<file path="config.mk">
export PLATFORM = sky130hd
export DESIGN_NAME = piecewise_linear_calibration_core_flat
export DESIGN_NICKNAME = d
export VERILOG_FILES = /design/src/hw/rtl/pwlc_pkg.sv /design/src/hw/rtl/pwlc_if.sv /design/src/hw/rtl/pwlc_ram.sv /design/src/hw/rtl/piecewise_linear_calibration_core.sv /design/src/flat_wrapper.sv
export SDC_FILE = /design/constraint.sdc
export NUM_CORES = 2
export LEC_CHECK = 0
export CAP_MARGIN = 0
export CORE_MARGIN = 1.5
export CORE_UTILIZATION = 55
export DETAILED_ROUTE_END_ITERATION = 16
export DONT_BUFFER_PORTS = 1
export PLACE_DENSITY = 0.76
export SKIP_LAST_GASP = 1
export SYNTH_ARGS = -nofsm -noshare
export SYNTH_HDL_FRONTEND = slang
export SYNTH_SLANG_ARGS = --single-unit
</file>
<file path="constraint.sdc">
create_clock -name i_clk -period 21.4 [get_ports i_clk]
set_input_delay 3.21 -clock i_clk [delete_from_list [all_inputs] [get_ports i_clk]]
set_output_delay 3.21 -clock i_clk [all_outputs]
set_load 0.01 [all_outputs]
</file>
<file path="src/hw/rtl/pwlc_pkg.sv">
// Shared types and constants for the piecewise-linear calibration core.
// Holds the channel word layouts, the register indexes and the control states.
// No dependencies.
package pwlc_pkg;

    localparam int VALUE_W = 32;

    // Bits of the quotient kept ahead of clipping; any larger magnitude saturates.
    localparam int QUOT_W = 34;

    localparam logic CMD_LOAD = 1'b0;
    localparam logic CMD_EVAL = 1'b1;

    localparam logic [7:0] CFG_POINT_COUNT = 8'd0;
    localparam logic [7:0] CFG_EXACT_MODE  = 8'd1;

    typedef struct packed {
        logic                      command;
        logic [3:0]                point_index;
        logic signed [VALUE_W-1:0] point_in;
        logic signed [VALUE_W-1:0] point_out;
        logic signed [VALUE_W-1:0] sample;
    } t_in_word;

    typedef struct packed {
        logic signed [VALUE_W-1:0] result_value;
        logic                      result_valid;
        logic                      saturated;
    } t_out_word;

    typedef struct packed {
        logic [7:0] index;
        logic [7:0] value;
    } t_cfg_word;

    typedef enum logic [2:0] {
        S_IDLE,
        S_SCAN,
        S_SEG,
        S_MUL,
        S_DCHK,
        S_DIV,
        S_FIN,
        S_OUT
    } t_state;

endpackage

</file>
<file path="src/hw/rtl/pwlc_if.sv">
// Valid/ready channel interfaces of the piecewise-linear calibration core.
// Depends on pwlc_pkg for the word layouts.
interface pwlc_in_if;
    import pwlc_pkg::*;
    logic     valid;
    logic     ready;
    t_in_word data;
    modport source (output valid, output data, input ready);
    modport sink (input valid, input data, output ready);
endinterface

interface pwlc_out_if;
    import pwlc_pkg::*;
    logic      valid;
    logic      ready;
    t_out_word data;
    modport source (output valid, output data, input ready);
    modport sink (input valid, input data, output ready);
endinterface

interface pwlc_cfg_if;
    import pwlc_pkg::*;
    logic      valid;
    logic      ready;
    t_cfg_word data;
    modport source (output valid, output data, input ready);
    modport sink (input valid, input data, output ready);
endinterface

</file>
<file path="src/hw/rtl/pwlc_ram.sv">
// Generic single-clock RAM with one write port and one registered read port.
// No dependencies.
module pwlc_ram #(
    parameter int WIDTH  = 64,
    parameter int DEPTH  = 16,
    parameter int ADDR_W = 4
) (
    input  logic              i_clk,
    input  logic              i_wr_en,
    input  logic [ADDR_W-1:0] i_wr_addr,
    input  logic [WIDTH-1:0]  i_wr_data,
    input  logic              i_rd_en,
    input  logic [ADDR_W-1:0] i_rd_addr,
    output logic [WIDTH-1:0]  o_rd_data
);

    logic [WIDTH-1:0] r_mem [DEPTH];
    logic [WIDTH-1:0] r_rd_data;

    always_ff @(posedge i_clk) begin
        if (i_wr_en) begin
            r_mem[i_wr_addr] <= i_wr_data;
        end
        if (i_rd_en) begin
            r_rd_data <= r_mem[i_rd_addr];
        end
    end

    assign o_rd_data = r_rd_data;

endmodule

</file>
<file path="src/hw/rtl/piecewise_linear_calibration_core.sv">
// Top level of the piecewise-linear calibration core.
// Depends on pwlc_pkg, the channel interfaces in pwlc_if and the RAM in pwlc_ram.
//
// Usage: words arrive on i_in. A load word (command 0) writes one breakpoint
// pair into the table and gives no result. An evaluate word (command 1) maps
// its sample to one result word on o_out. Registers point_count (index 0) and
// exact_mode (index 1) are written on i_cfg, which is always ready.
//
// Timing: a load is written into the table as it is accepted. An evaluate reads
// one table entry per cycle; exact mode and the single-point case then hand
// the result to the output register. Interpolation adds segment setup, a
// multiply, an overflow check, 34 divider steps (skipped on overflow) and a
// clip; a zero-width segment skips all but the setup. An empty table skips
// the scan. Only one evaluate is in flight; i_in.ready is high while the core is idle.
//
// Stalls: the result sits in an output register, so the core takes the next
// word while the previous result waits. A second result waits inside the core
// until the output register frees up, with i_in.ready low.
//
// Reset (synchronous, active low) clears the registers to zero, the control
// state and the output valid flag. The table has no reset; an entry must be
// loaded before an evaluate reads it.
module piecewise_linear_calibration_core #(
    parameter int MAX_POINTS = 16
) (
    input  logic        i_clk,
    input  logic        i_rst_n,
    pwlc_in_if.sink     i_in,
    pwlc_out_if.source  o_out,
    pwlc_cfg_if.sink    i_cfg
);

    import pwlc_pkg::*;

    localparam int AW = (MAX_POINTS > 1) ? $clog2(MAX_POINTS) : 1;
    localparam int CW = $clog2(MAX_POINTS + 1);
    localparam int EW = 2 * VALUE_W;

    // Configuration registers.
    logic [4:0] r_point_count;
    logic       r_exact_mode;

    // Control state.
    t_state r_state, n_state;

    // Scan pointer, read-data tracking and the first-segment flag.
    logic [CW-1:0] r_ra;
    logic          r_dv;
    logic [AW-1:0] r_di;
    logic          r_low;

    // Sample and the two segment end points.
    logic signed [VALUE_W-1:0] r_x;
    logic signed [VALUE_W-1:0] r_ia, r_oa, r_ib, r_ob;

    // Multiply and divide datapath.
    logic [VALUE_W-1:0]   r_mx, r_my, r_md;
    logic                 r_neg;
    logic [2*VALUE_W-1:0] r_prod;
    logic                 r_ovf;
    logic [VALUE_W-1:0]   r_rem;
    logic [QUOT_W-1:0]    r_dq;
    logic [5:0]           r_cnt;

    // Pending result and output register.
    t_out_word r_res;
    t_out_word r_out;
    logic      r_ov;

    // Table RAM: point input in the upper half, point output in the lower half.
    logic          ram_we;
    logic [AW-1:0] ram_wa;
    logic [EW-1:0] ram_wd;
    logic          ram_re;
    logic [EW-1:0] ram_rd;

    logic                      in_accept;
    logic [CW-1:0]             n_eff;
    logic signed [VALUE_W-1:0] e_in, e_out;
    logic                      last, hit, x_le, take, flat, out_free;

    logic signed [VALUE_W:0]   dx, dy, dd;
    logic [2*VALUE_W-1:0]      prod_w;
    logic                      ovf_w;
    logic [VALUE_W:0]          trial;
    logic                      ge;
    logic [QUOT_W-1:0]         qm;
    logic signed [QUOT_W+1:0]  sum;

    function automatic logic [VALUE_W-1:0] magnitude(input logic signed [VALUE_W:0] v);
        logic signed [VALUE_W:0] neg_v;
        neg_v = -v;
        return v[VALUE_W] ? neg_v[VALUE_W-1:0] : v[VALUE_W-1:0];
    endfunction

    pwlc_ram #(
        .WIDTH  (EW),
        .DEPTH  (MAX_POINTS),
        .ADDR_W (AW)
    ) u_table (
        .i_clk     (i_clk),
        .i_wr_en   (ram_we),
        .i_wr_addr (ram_wa),
        .i_wr_data (ram_wd),
        .i_rd_en   (ram_re),
        .i_rd_addr (r_ra[AW-1:0]),
        .o_rd_data (ram_rd)
    );

    // Channel handshakes. Configuration is taken at any time.
    assign i_in.ready  = (r_state == S_IDLE);
    assign in_accept   = i_in.valid && i_in.ready;
    assign i_cfg.ready = 1'b1;
    assign o_out.valid = r_ov;
    assign o_out.data  = r_out;
    assign out_free    = !r_ov || o_out.ready;

    // A point count beyond the table acts as a full table.
    assign n_eff = (32'(r_point_count) > MAX_POINTS) ? CW'(MAX_POINTS) : CW'(r_point_count);

    // Loads to a slot beyond the table are dropped.
    assign ram_we = in_accept && (i_in.data.command == CMD_LOAD)
                    && (32'(i_in.data.point_index) < MAX_POINTS);
    assign ram_wa = AW'(i_in.data.point_index);
    assign ram_wd = {i_in.data.point_in, i_in.data.point_out};
    assign ram_re = (r_state == S_SCAN) && (r_ra < n_eff);

    assign e_in  = ram_rd[EW-1:VALUE_W];
    assign e_out = ram_rd[VALUE_W-1:0];
    assign last  = (CW'(r_di) == (n_eff - CW'(1)));
    assign hit   = (e_in == r_x);
    assign x_le  = (r_x <= e_in);
    // The segment ends at this entry: first segment for a sample at or below the
    // first point, the first entry at or above the sample, or the last entry.
    assign take  = (r_di != AW'(0)) && (r_low || x_le || last);
    assign flat  = (r_ia == r_ib);

    // Segment differences, one bit wider than the points.
    assign dx = {r_x[VALUE_W-1], r_x} - {r_ia[VALUE_W-1], r_ia};
    assign dy = {r_ob[VALUE_W-1], r_ob} - {r_oa[VALUE_W-1], r_oa};
    assign dd = {r_ib[VALUE_W-1], r_ib} - {r_ia[VALUE_W-1], r_ia};

    assign prod_w = r_mx * r_my;
    // The quotient fits in QUOT_W bits exactly when the product is below the
    // divisor shifted up by QUOT_W.
    assign ovf_w  = {2'b00, r_prod} >= {r_md, {QUOT_W{1'b0}}};
    assign trial  = {r_rem, r_dq[QUOT_W-1]};
    assign ge     = trial >= {1'b0, r_md};
    assign qm     = r_ovf ? {1'b1, {(QUOT_W-1){1'b0}}} : r_dq;
    assign sum    = {{4{r_oa[VALUE_W-1]}}, r_oa}
                    + (r_neg ? -{2'b00, qm} : {2'b00, qm});

    always_ff @(posedge i_clk) begin
        if (!i_rst_n) begin
            r_state <= S_IDLE;
        end else begin
            r_state <= n_state;
        end
    end

    always_comb begin
        n_state = r_state;
        unique case (r_state)
            S_IDLE: begin
                if (in_accept && (i_in.data.command == CMD_EVAL)) begin
                    n_state = (n_eff == CW'(0)) ? S_OUT : S_SCAN;
                end
            end
            S_SCAN: begin
                if (r_dv) begin
                    if (r_exact_mode) begin
                        if (hit || last) begin
                            n_state = S_OUT;
                        end
                    end else if (n_eff == CW'(1)) begin
                        n_state = S_OUT;
                    end else if (take) begin
                        n_state = S_SEG;
                    end
                end
            end
            S_SEG:  n_state = flat ? S_OUT : S_MUL;
            S_MUL:  n_state = S_DCHK;
            S_DCHK: n_state = ovf_w ? S_FIN : S_DIV;
            S_DIV: begin
                if (r_cnt == 6'd0) begin
                    n_state = S_FIN;
                end
            end
            S_FIN:  n_state = S_OUT;
            S_OUT: begin
                if (out_free) begin
                    n_state = S_IDLE;
                end
            end
            default: n_state = S_IDLE;
        endcase
    end

    // Configuration registers and output register valid.
    always_ff @(posedge i_clk) begin
        if (!i_rst_n) begin
            r_point_count <= 5'd0;
            r_exact_mode  <= 1'b0;
            r_ov          <= 1'b0;
        end else begin
            if (i_cfg.valid) begin
                unique case (i_cfg.data.index)
                    CFG_POINT_COUNT: r_point_count <= i_cfg.data.value[4:0];
                    CFG_EXACT_MODE:  r_exact_mode  <= i_cfg.data.value[0];
                    default: ;
                endcase
            end
            if ((r_state == S_OUT) && out_free) begin
                r_ov <= 1'b1;
            end else if (o_out.ready) begin
                r_ov <= 1'b0;
            end
        end
    end

    // Datapath registers.
    always_ff @(posedge i_clk) begin
        if ((r_state == S_OUT) && out_free) begin
            r_out <= r_res;
        end
        if (!i_rst_n) begin
            r_dv <= 1'b0;
        end else begin
            unique case (r_state)
                S_IDLE: begin
                    if (in_accept) begin
                        r_x   <= i_in.data.sample;
                        r_ra  <= CW'(0);
                        r_dv  <= 1'b0;
                        r_low <= 1'b0;
                        r_res <= '{result_value: i_in.data.sample,
                                   result_valid: 1'b1, saturated: 1'b0};
                    end
                end
                S_SCAN: begin
                    if (ram_re) begin
                        r_ra <= r_ra + CW'(1);
                    end
                    r_dv <= ram_re;
                    r_di <= r_ra[AW-1:0];
                    if (r_dv) begin
                        if (r_exact_mode) begin
                            if (hit) begin
                                r_res <= '{result_value: e_out,
                                           result_valid: 1'b1, saturated: 1'b0};
                            end else if (last) begin
                                r_res <= '{result_value: '0,
                                           result_valid: 1'b0, saturated: 1'b0};
                            end
                        end else if (n_eff == CW'(1)) begin
                            r_res <= '{result_value: e_out,
                                       result_valid: 1'b1, saturated: 1'b0};
                        end else if (take) begin
                            r_ib <= e_in;
                            r_ob <= e_out;
                        end else begin
                            r_ia <= e_in;
                            r_oa <= e_out;
                            if (r_di == AW'(0)) begin
                                r_low <= x_le;
                            end
                        end
                    end
                end
                S_SEG: begin
                    // A zero-width segment returns the lower point only when it
                    // is the first segment taken for a sample at or below the first point.
                    r_res <= '{result_value: (r_low ? r_oa : r_ob),
                               result_valid: 1'b1, saturated: 1'b0};
                    r_mx  <= magnitude(dx);
                    r_my  <= magnitude(dy);
                    r_md  <= magnitude(dd);
                    r_neg <= dx[VALUE_W] ^ dy[VALUE_W] ^ dd[VALUE_W];
                end
                S_MUL: begin
                    r_prod <= prod_w;
                end
                S_DCHK: begin
                    r_ovf <= ovf_w;
                    r_rem <= VALUE_W'(r_prod[2*VALUE_W-1:QUOT_W]);
                    r_dq  <= r_prod[QUOT_W-1:0];
                    r_cnt <= 6'(QUOT_W - 1);
                end
                S_DIV: begin
                    // Dividend bits leave the top of r_dq as quotient bits enter
                    // at the bottom.
                    r_rem <= ge ? VALUE_W'(trial - {1'b0, r_md}) : trial[VALUE_W-1:0];
                    r_dq  <= {r_dq[QUOT_W-2:0], ge};
                    r_cnt <= r_cnt - 6'd1;
                end
                S_FIN: begin
                    if (sum[QUOT_W+1:VALUE_W-1] == '0
                        || sum[QUOT_W+1:VALUE_W-1] == '1) begin
                        r_res <= '{result_value: sum[VALUE_W-1:0],
                                   result_valid: 1'b1, saturated: 1'b0};
                    end else begin
                        r_res <= '{result_value: (sum[QUOT_W+1]
                                       ? {1'b1, {(VALUE_W-1){1'b0}}}
                                       : {1'b0, {(VALUE_W-1){1'b1}}}),
                                   result_valid: 1'b1, saturated: 1'b1};
                    end
                end
                S_OUT: ;
                default: ;
            endcase
        end
    end

    // The output register is only loaded from the result hand-off state.
    a_out_from_handoff: assert property (@(posedge i_clk) disable iff (!i_rst_n)
        $rose(r_ov) |-> $past(r_state == S_OUT))
        else $error("output word loaded outside the hand-off state");

    // Table data under inspection always comes from an entry in use.
    a_scan_in_range: assert property (@(posedge i_clk) disable iff (!i_rst_n)
        (r_state == S_SCAN) && r_dv |-> (CW'(r_di) < n_eff))
        else $error("scan read beyond the points in use");

    // The divider remainder stays below the divisor at every step.
    a_rem_bound: assert property (@(posedge i_clk) disable iff (!i_rst_n)
        (r_state == S_DIV) |-> (r_rem < r_md))
        else $error("divider remainder not below divisor");

    // A clipped result always comes from a valid interpolation.
    a_sat_valid: assert property (@(posedge i_clk) disable iff (!i_rst_n)
        r_ov |-> (!r_out.saturated || r_out.result_valid))
        else $error("saturated flag on an invalid result");

endmodule
</file>
<file path="src/flat_wrapper.sv">
// flat-port wrapper written by rule: the top's interface ports become plain ports
module piecewise_linear_calibration_core_flat import pwlc_pkg::*;
#(
    parameter int MAX_POINTS = 16
)
  (i_clk, i_rst_n, i_in_valid, i_in_data, i_in_ready, o_out_valid, o_out_data, o_out_ready, i_cfg_valid, i_cfg_data, i_cfg_ready);
  pwlc_in_if i_in_i ();
  pwlc_out_if o_out_i ();
  pwlc_cfg_if i_cfg_i ();
  input  logic i_clk;
  input  logic i_rst_n;
  input wire logic [$bits(i_in_i.valid)-1:0] i_in_valid;
  input wire logic [$bits(i_in_i.data)-1:0] i_in_data;
  output wire logic [$bits(i_in_i.ready)-1:0] i_in_ready;
  output wire logic [$bits(o_out_i.valid)-1:0] o_out_valid;
  output wire logic [$bits(o_out_i.data)-1:0] o_out_data;
  input wire logic [$bits(o_out_i.ready)-1:0] o_out_ready;
  input wire logic [$bits(i_cfg_i.valid)-1:0] i_cfg_valid;
  input wire logic [$bits(i_cfg_i.data)-1:0] i_cfg_data;
  output wire logic [$bits(i_cfg_i.ready)-1:0] i_cfg_ready;
  assign i_in_i.valid = i_in_valid;
  assign i_in_i.data = i_in_data;
  assign i_in_ready = i_in_i.ready;
  assign o_out_valid = o_out_i.valid;
  assign o_out_data = o_out_i.data;
  assign o_out_i.ready = o_out_ready;
  assign i_cfg_i.valid = i_cfg_valid;
  assign i_cfg_i.data = i_cfg_data;
  assign i_cfg_ready = i_cfg_i.ready;
  piecewise_linear_calibration_core #(.MAX_POINTS(MAX_POINTS)) u_core (.i_clk(i_clk), .i_rst_n(i_rst_n), .i_in(i_in_i), .o_out(o_out_i), .i_cfg(i_cfg_i));
endmodule
</file>
### After elaboration in Yosys (flattened, before gate mapping)

Memories as Yosys holds them, arrays and structs flattened. A register that Yosys moved wholly into a read port is not among the register bits.
Cells that the tools add are included.

* add/sub/neg operators: 12
* multiply operators: 1
* order comparisons: 5
* equal/unequal tests: 27
* multiplexer cells: 47
* bitwise operators: 6
* reduce and logical (&&, ||, !) cells: 38

Operators with widths (count)
* $mux 34: 8
* $mux 32: 6
* $pmux 34 s4: 1
* $sub 32x32->33: 3
* $neg 32->32: 3
* $pmux 34 s2: 1
* $ge 64x66->1: 1
* $eq 32x32->1: 2
* $mul 32x32->64: 1
* $pmux 32 s2: 1
* $add 36x36->36: 1
* $mux 36: 1
* $neg 34->36: 1
* $ge 33x32->1: 1
* $le 32x32->1: 1
* $sub 32x32->32: 1
* $mux 3: 10
* $pmux 3 s8: 1
* $reduce_and 6->1: 4
* $reduce_and 2->1: 8
* $mux 5: 3
* $eq 3x3->1 const B: 4
* $ne 2x2->1 const B: 6
* $pmux 6 s2: 1
* 35 further kinds: 66

* register bits: 483
* memory bits (writable): 1024
* output and inout port bits: 37
* word-level logic and storage cells: 165
* memories kept: 1

Memory list
* u_core.u_table.r_mem: depth 16, width 64, rd ports 1, clocked after memory_dff 1, write ports 1, line pwlc_ram.sv:17 `logic [WIDTH-1:0] r_mem [DEPTH];`

### Depth between registers and ports, before layout

* depth in word-level cells: 11
* mapped depth: 31
* depth with buffers taken out: 29

### Modules after synthesis

Synthesis repeated with hierarchy kept, for this count alone.

* cell total of the unflattened synthesis: 8484
* area, all modules: 105200.9 um^2

By module, submodules not included
* piecewise_linear_calibration_core: instances 1, cells an instance 6837, area each 64977.3 um^2
* pwlc_ram: instances 1, cells an instance 1647, area each 40223.6 um^2

### Worst setup path before layout

No wires, ideal clock.

* path type: in2reg
* start point: input i_in_data[97]
* end point: memory u_core.u_table.r_mem[0][0] (enable)
* library setup time: 565 ps
* arrival time: 8167 ps
* data required time: 20835 ps
* path slack: 12668 ps
* stages on the path: 2
* path buffers: 0
* path through: or4_1 > nor3_1

RTL lines
* from (decl): line flat_wrapper.sv:13 `input wire logic [$bits(i_in_i.data)-1:0] i_in_data;`
* to (decl): line pwlc_ram.sv:17

No word-level cell before the write port.

### Worst setup path after layout

* start point: register u_core.r_my[6]
* end point: register u_core.r_prod[60] (data pin)

* word-level cells in the longest chain between the ends: 1

RTL lines
* from (decl): line piecewise_linear_calibration_core.sv:57 `logic [VALUE_W-1:0] r_mx, r_my, r_md;`
* from (signal assigned): line piecewise_linear_calibration_core.sv:277 `r_my <= magnitude(dy);`
* $mul 32x32->64: line piecewise_linear_calibration_core.sv:143 `assign prod_w = r_mx * r_my;`
* via u_core.prod_w[60]: line piecewise_linear_calibration_core.sv:83 `logic [2*VALUE_W-1:0] prod_w;`
* to (signal assigned): line piecewise_linear_calibration_core.sv:282 `r_prod <= prod_w;`
* to (decl): line piecewise_linear_calibration_core.sv:59 `logic [2*VALUE_W-1:0] r_prod;`

The timed path passes the listed nets, and every way through them passes these cells.
A chain may end at the register's enable or synchronous reset.

==> impl_results.md <==
- Status: finished clean
- All-Layer GR Usage: 29.09%
- FFs w/ async S/R, synth: 0%
- HP Start: u_core.r_res[12]
- H-tree level count: 4
- Worst-margin pin slew: 1391 ps
- EDFF count, synth: around 1600
- Reg2reg setup slack: roughly 12000 ps
- CP max FO: 32
- CP Data Required Time: 21930 ps
- Tightest Hold Check Type: reg -> reg
- Layout area overhead: 6.935%
- Critical Path AT: 9960 ps
- Warnings, synthesis: 0
- Ys flop type: edfxtp_1
- Routed WL: 282.7 mm
- DR iter-0 viols: 6835
- Hold Fails Final Rpt: 0
- Worst path slowest cell: edfxtp_1
- Maximum buffer depth of the clock tree: 3
- Reg2Reg Depth: 25
- Final ANT Viol Nets: 0
- Startpoint types: flip-flop
- Core Region: 192000 um2
- Uppermost layer routed: met5
- CTS Sinks: about 1600
- FF+latch count, synth: 1571
- Met3 wire length: 26.14 mm
- Post-synth top area share: between 40 and 50%
- Seq/Total Area, Yosys: around 44%
- Final Wtd Congestion: 0.9893
- Final setup viols: 0
- Crit Path Class: reg -> reg
- Crit-path most repeated cell: fa_1
- DRT met1 WL: 103.6 mm
- Num rows: around 160
- Root buf cell: clkbuf_16
- Vias: 68431
- Setup tns final: 0 ps
- Tmin final: 9432 ps
- TritonCTS clock tree: yes
- First element of the critical path: u_core.r_my[6]
- Max-cap violations: 0
- Fin crit share: 44.07%
- CP bufs+invs: 4
- Post-CTS setup buffer count: 0
- Setup crit end kind: flip-flop
- Num CTS Buffers: 141
- Max Fclk: 106.0 MHz
- FF-to-FF End: u_core.r_prod[60]
- Largest net degree at the start of global routing: 112
- Die W: 442.2 um
- Die H: 442.2 um
- Top-count cell post-synth: edfxtp_1
- Rel. slew slack: ~6.5%
- Post-cts gate resize count: 0
- Pre-antenna DRT Iters: 6
- Multi-input logic area: 53580 um2
- Syn_nets: 9987
- Synthesized area per cell: 12.53 um2
- Share of cells above drive strength 1: 8.819%
- Port bufs: 0
- Mapped Cells: 8462
- Die Area: roughly 200000 um2
- Post-synth top cells: 1560 x edfxtp_1, 1078 x inv_1, 901 x fa_1
- First-pass GRT wire length: about 430 mm
- Post-Synthesis Cell Area: 106100 um2
- Post-DP HPWL: 187.8 mm
- RSZ-0062 raised after global routing: false
- Post-CTS Hold Buffers: 0
- Final Slew Violations: 0
- Count of cell types in the netlist: between 100 and 150
- Critical path's top delay family: adder cells
- Initial antenna violation count: 27
- Met2 wire length: 138.0 mm
- I/O pins: 159
- Clock-pin slew on the worst setup and hold paths: 70 ps
- Hold Path Cell Cnt: 0
- Via-per-instance ratio: 6.234
- Final-stage net count: ~10000
- # DRC: 0
- Synth area leader: edfxtp_1
- Largest cells by area after synthesis: edfxtp_1 44%, fa_1 17%, mux4_2 6.8%
- Worst Hold Path EP: u_core.o_out.data[12]
- Initial Utilization: between 50% and 60%
- Peak per-stage delay on the critical path: ~1100 ps
- FILL cells: 14510
- Clk_lat worst skew: 860 ps
- WL per Instance: 25.76 um
- Vias in the first global route: 70774
- Clock skew: 62.39 ps
- Gr ovfl total: 0
- Crit Reg-Reg Startpoint: u_core.r_my[6]
- FF+latch area: 47070 um2
[worst max-delay path by stage]
stage / cells past startpoint / end
6_report: 25 / u_core.r_prod[60]
3_5_place_dp: 25 / u_core.r_prod[60]
5_1_grt: 25 / u_core.r_prod[60]
3_3_place_gp: 25 / u_core.r_prod[60]
4_1_cts: 25 / u_core.r_prod[60]
2_1_floorplan: 2 / u_core.u_table.r_mem[0][0]
[sequential cells by signal, indices dropped and copies added (netlist names), 34 cells and up]
name,cells
u_core.o_out.data,34
u_core.u_table.o_rd_data,64
u_core.r_res,34
u_core.r_dq,34
u_core.u_table.r_mem,1024
u_core.r_prod,64
[layout make-up]
cell class / instances / area share [%]
Multi-Input combinational cell: 5407 / 47.23
Clock inverter: 84 / 0.8141
Clock buffer: 170 / 3.263
Timing Repair Buffer: 115 / 0.7832
Sequential cell: 1571 / 41.49
Inverter: 1078 / 3.567
Tap cell: 2526 / 2.786
Antenna cell: 26 / 0.05736
[cells in the final DEF, fill, tap and decap left out, drive strengths merged, types with 98 or more instances in the layout]
cell type | synthesis | routed
o21ai | 206 | 206
a21oi | 256 | 256
buf | 49 | 115
edfxtp | 1560 | 1560
nor2 | 282 | 282
xor2 | 113 | 113
and2 | 637 | 637
ha | 502 | 502
inv | 1078 | 1084
clkbuf | 357 | 170
nand2 | 770 | 770
fa | 901 | 901
a21o | 135 | 135
xnor2 | 190 | 190
nor3 | 98 | 98
mux4 | 320 | 320
[layer usage]
layer | global-route usage, % | vias to the layer above
met5 | 0 | -
li1 | - | 29154
met4 | 14.32 | 28
met1 | 36.60 | 34721
met3 | 5.981 | 803
met2 | 48.13 | 3725
[through the flow]
stage	util [%]	area, um2	instances	hold slack, ps	setup WS [ps]
2_1_floorplan	-	106100	8462	400.3	12670
3_3_place_gp	56.64	108700	10697	405.7	12180
3_5_place_dp	56.64	108700	10697	404.5	12100
4_1_cts	59.05	113400	10951	411.5	12040
5_1_grt	59.08	113400	10977	416.9	11560
6_report	59.08	113400	10977	409.4	11970
[worst reg2reg max path, stage by stage, from the launching register on]
cell and delay (ps):
edfxtp_1 1100, and2_1 300, fa_1 460, fa_1 510, fa_1 520, inv_1 50
fa_1 490, inv_1 60, fa_1 480, fa_1 520, fa_1 500, inv_1 50
fa_1 500, inv_1 50, ha_1 370, a21o_1 240, a21o_1 170, a21oi_1 210
o21ai_0 130, a21oi_1 120, a21bo_2 290, a311oi_1 620, o31ai_1 240, a221oi_1 730
o21ai_0 270, xor2_1 200
[logic make-up (layout without fill, tap and decap cells)]
logic type	count (synthesis)	count (layout)	share of synthesized area (%)
AND/OR/NAND/NOR	2240	2240	10.68
flip-flops	1571	1571	44.37
buffers and inverters	1484	1447	5.294
adder cells (fa/ha/maj)	1403	1403	22.93
AO/OA/AOI/OAI	1091	1091	6.944
multiplexers	369	369	7.273
XOR/XNOR	303	303	2.502
other	1	27	0.003535
Power is not shown: default switching activity piles up to over one toggle a cycle in this logic, so the estimate is an artifact.
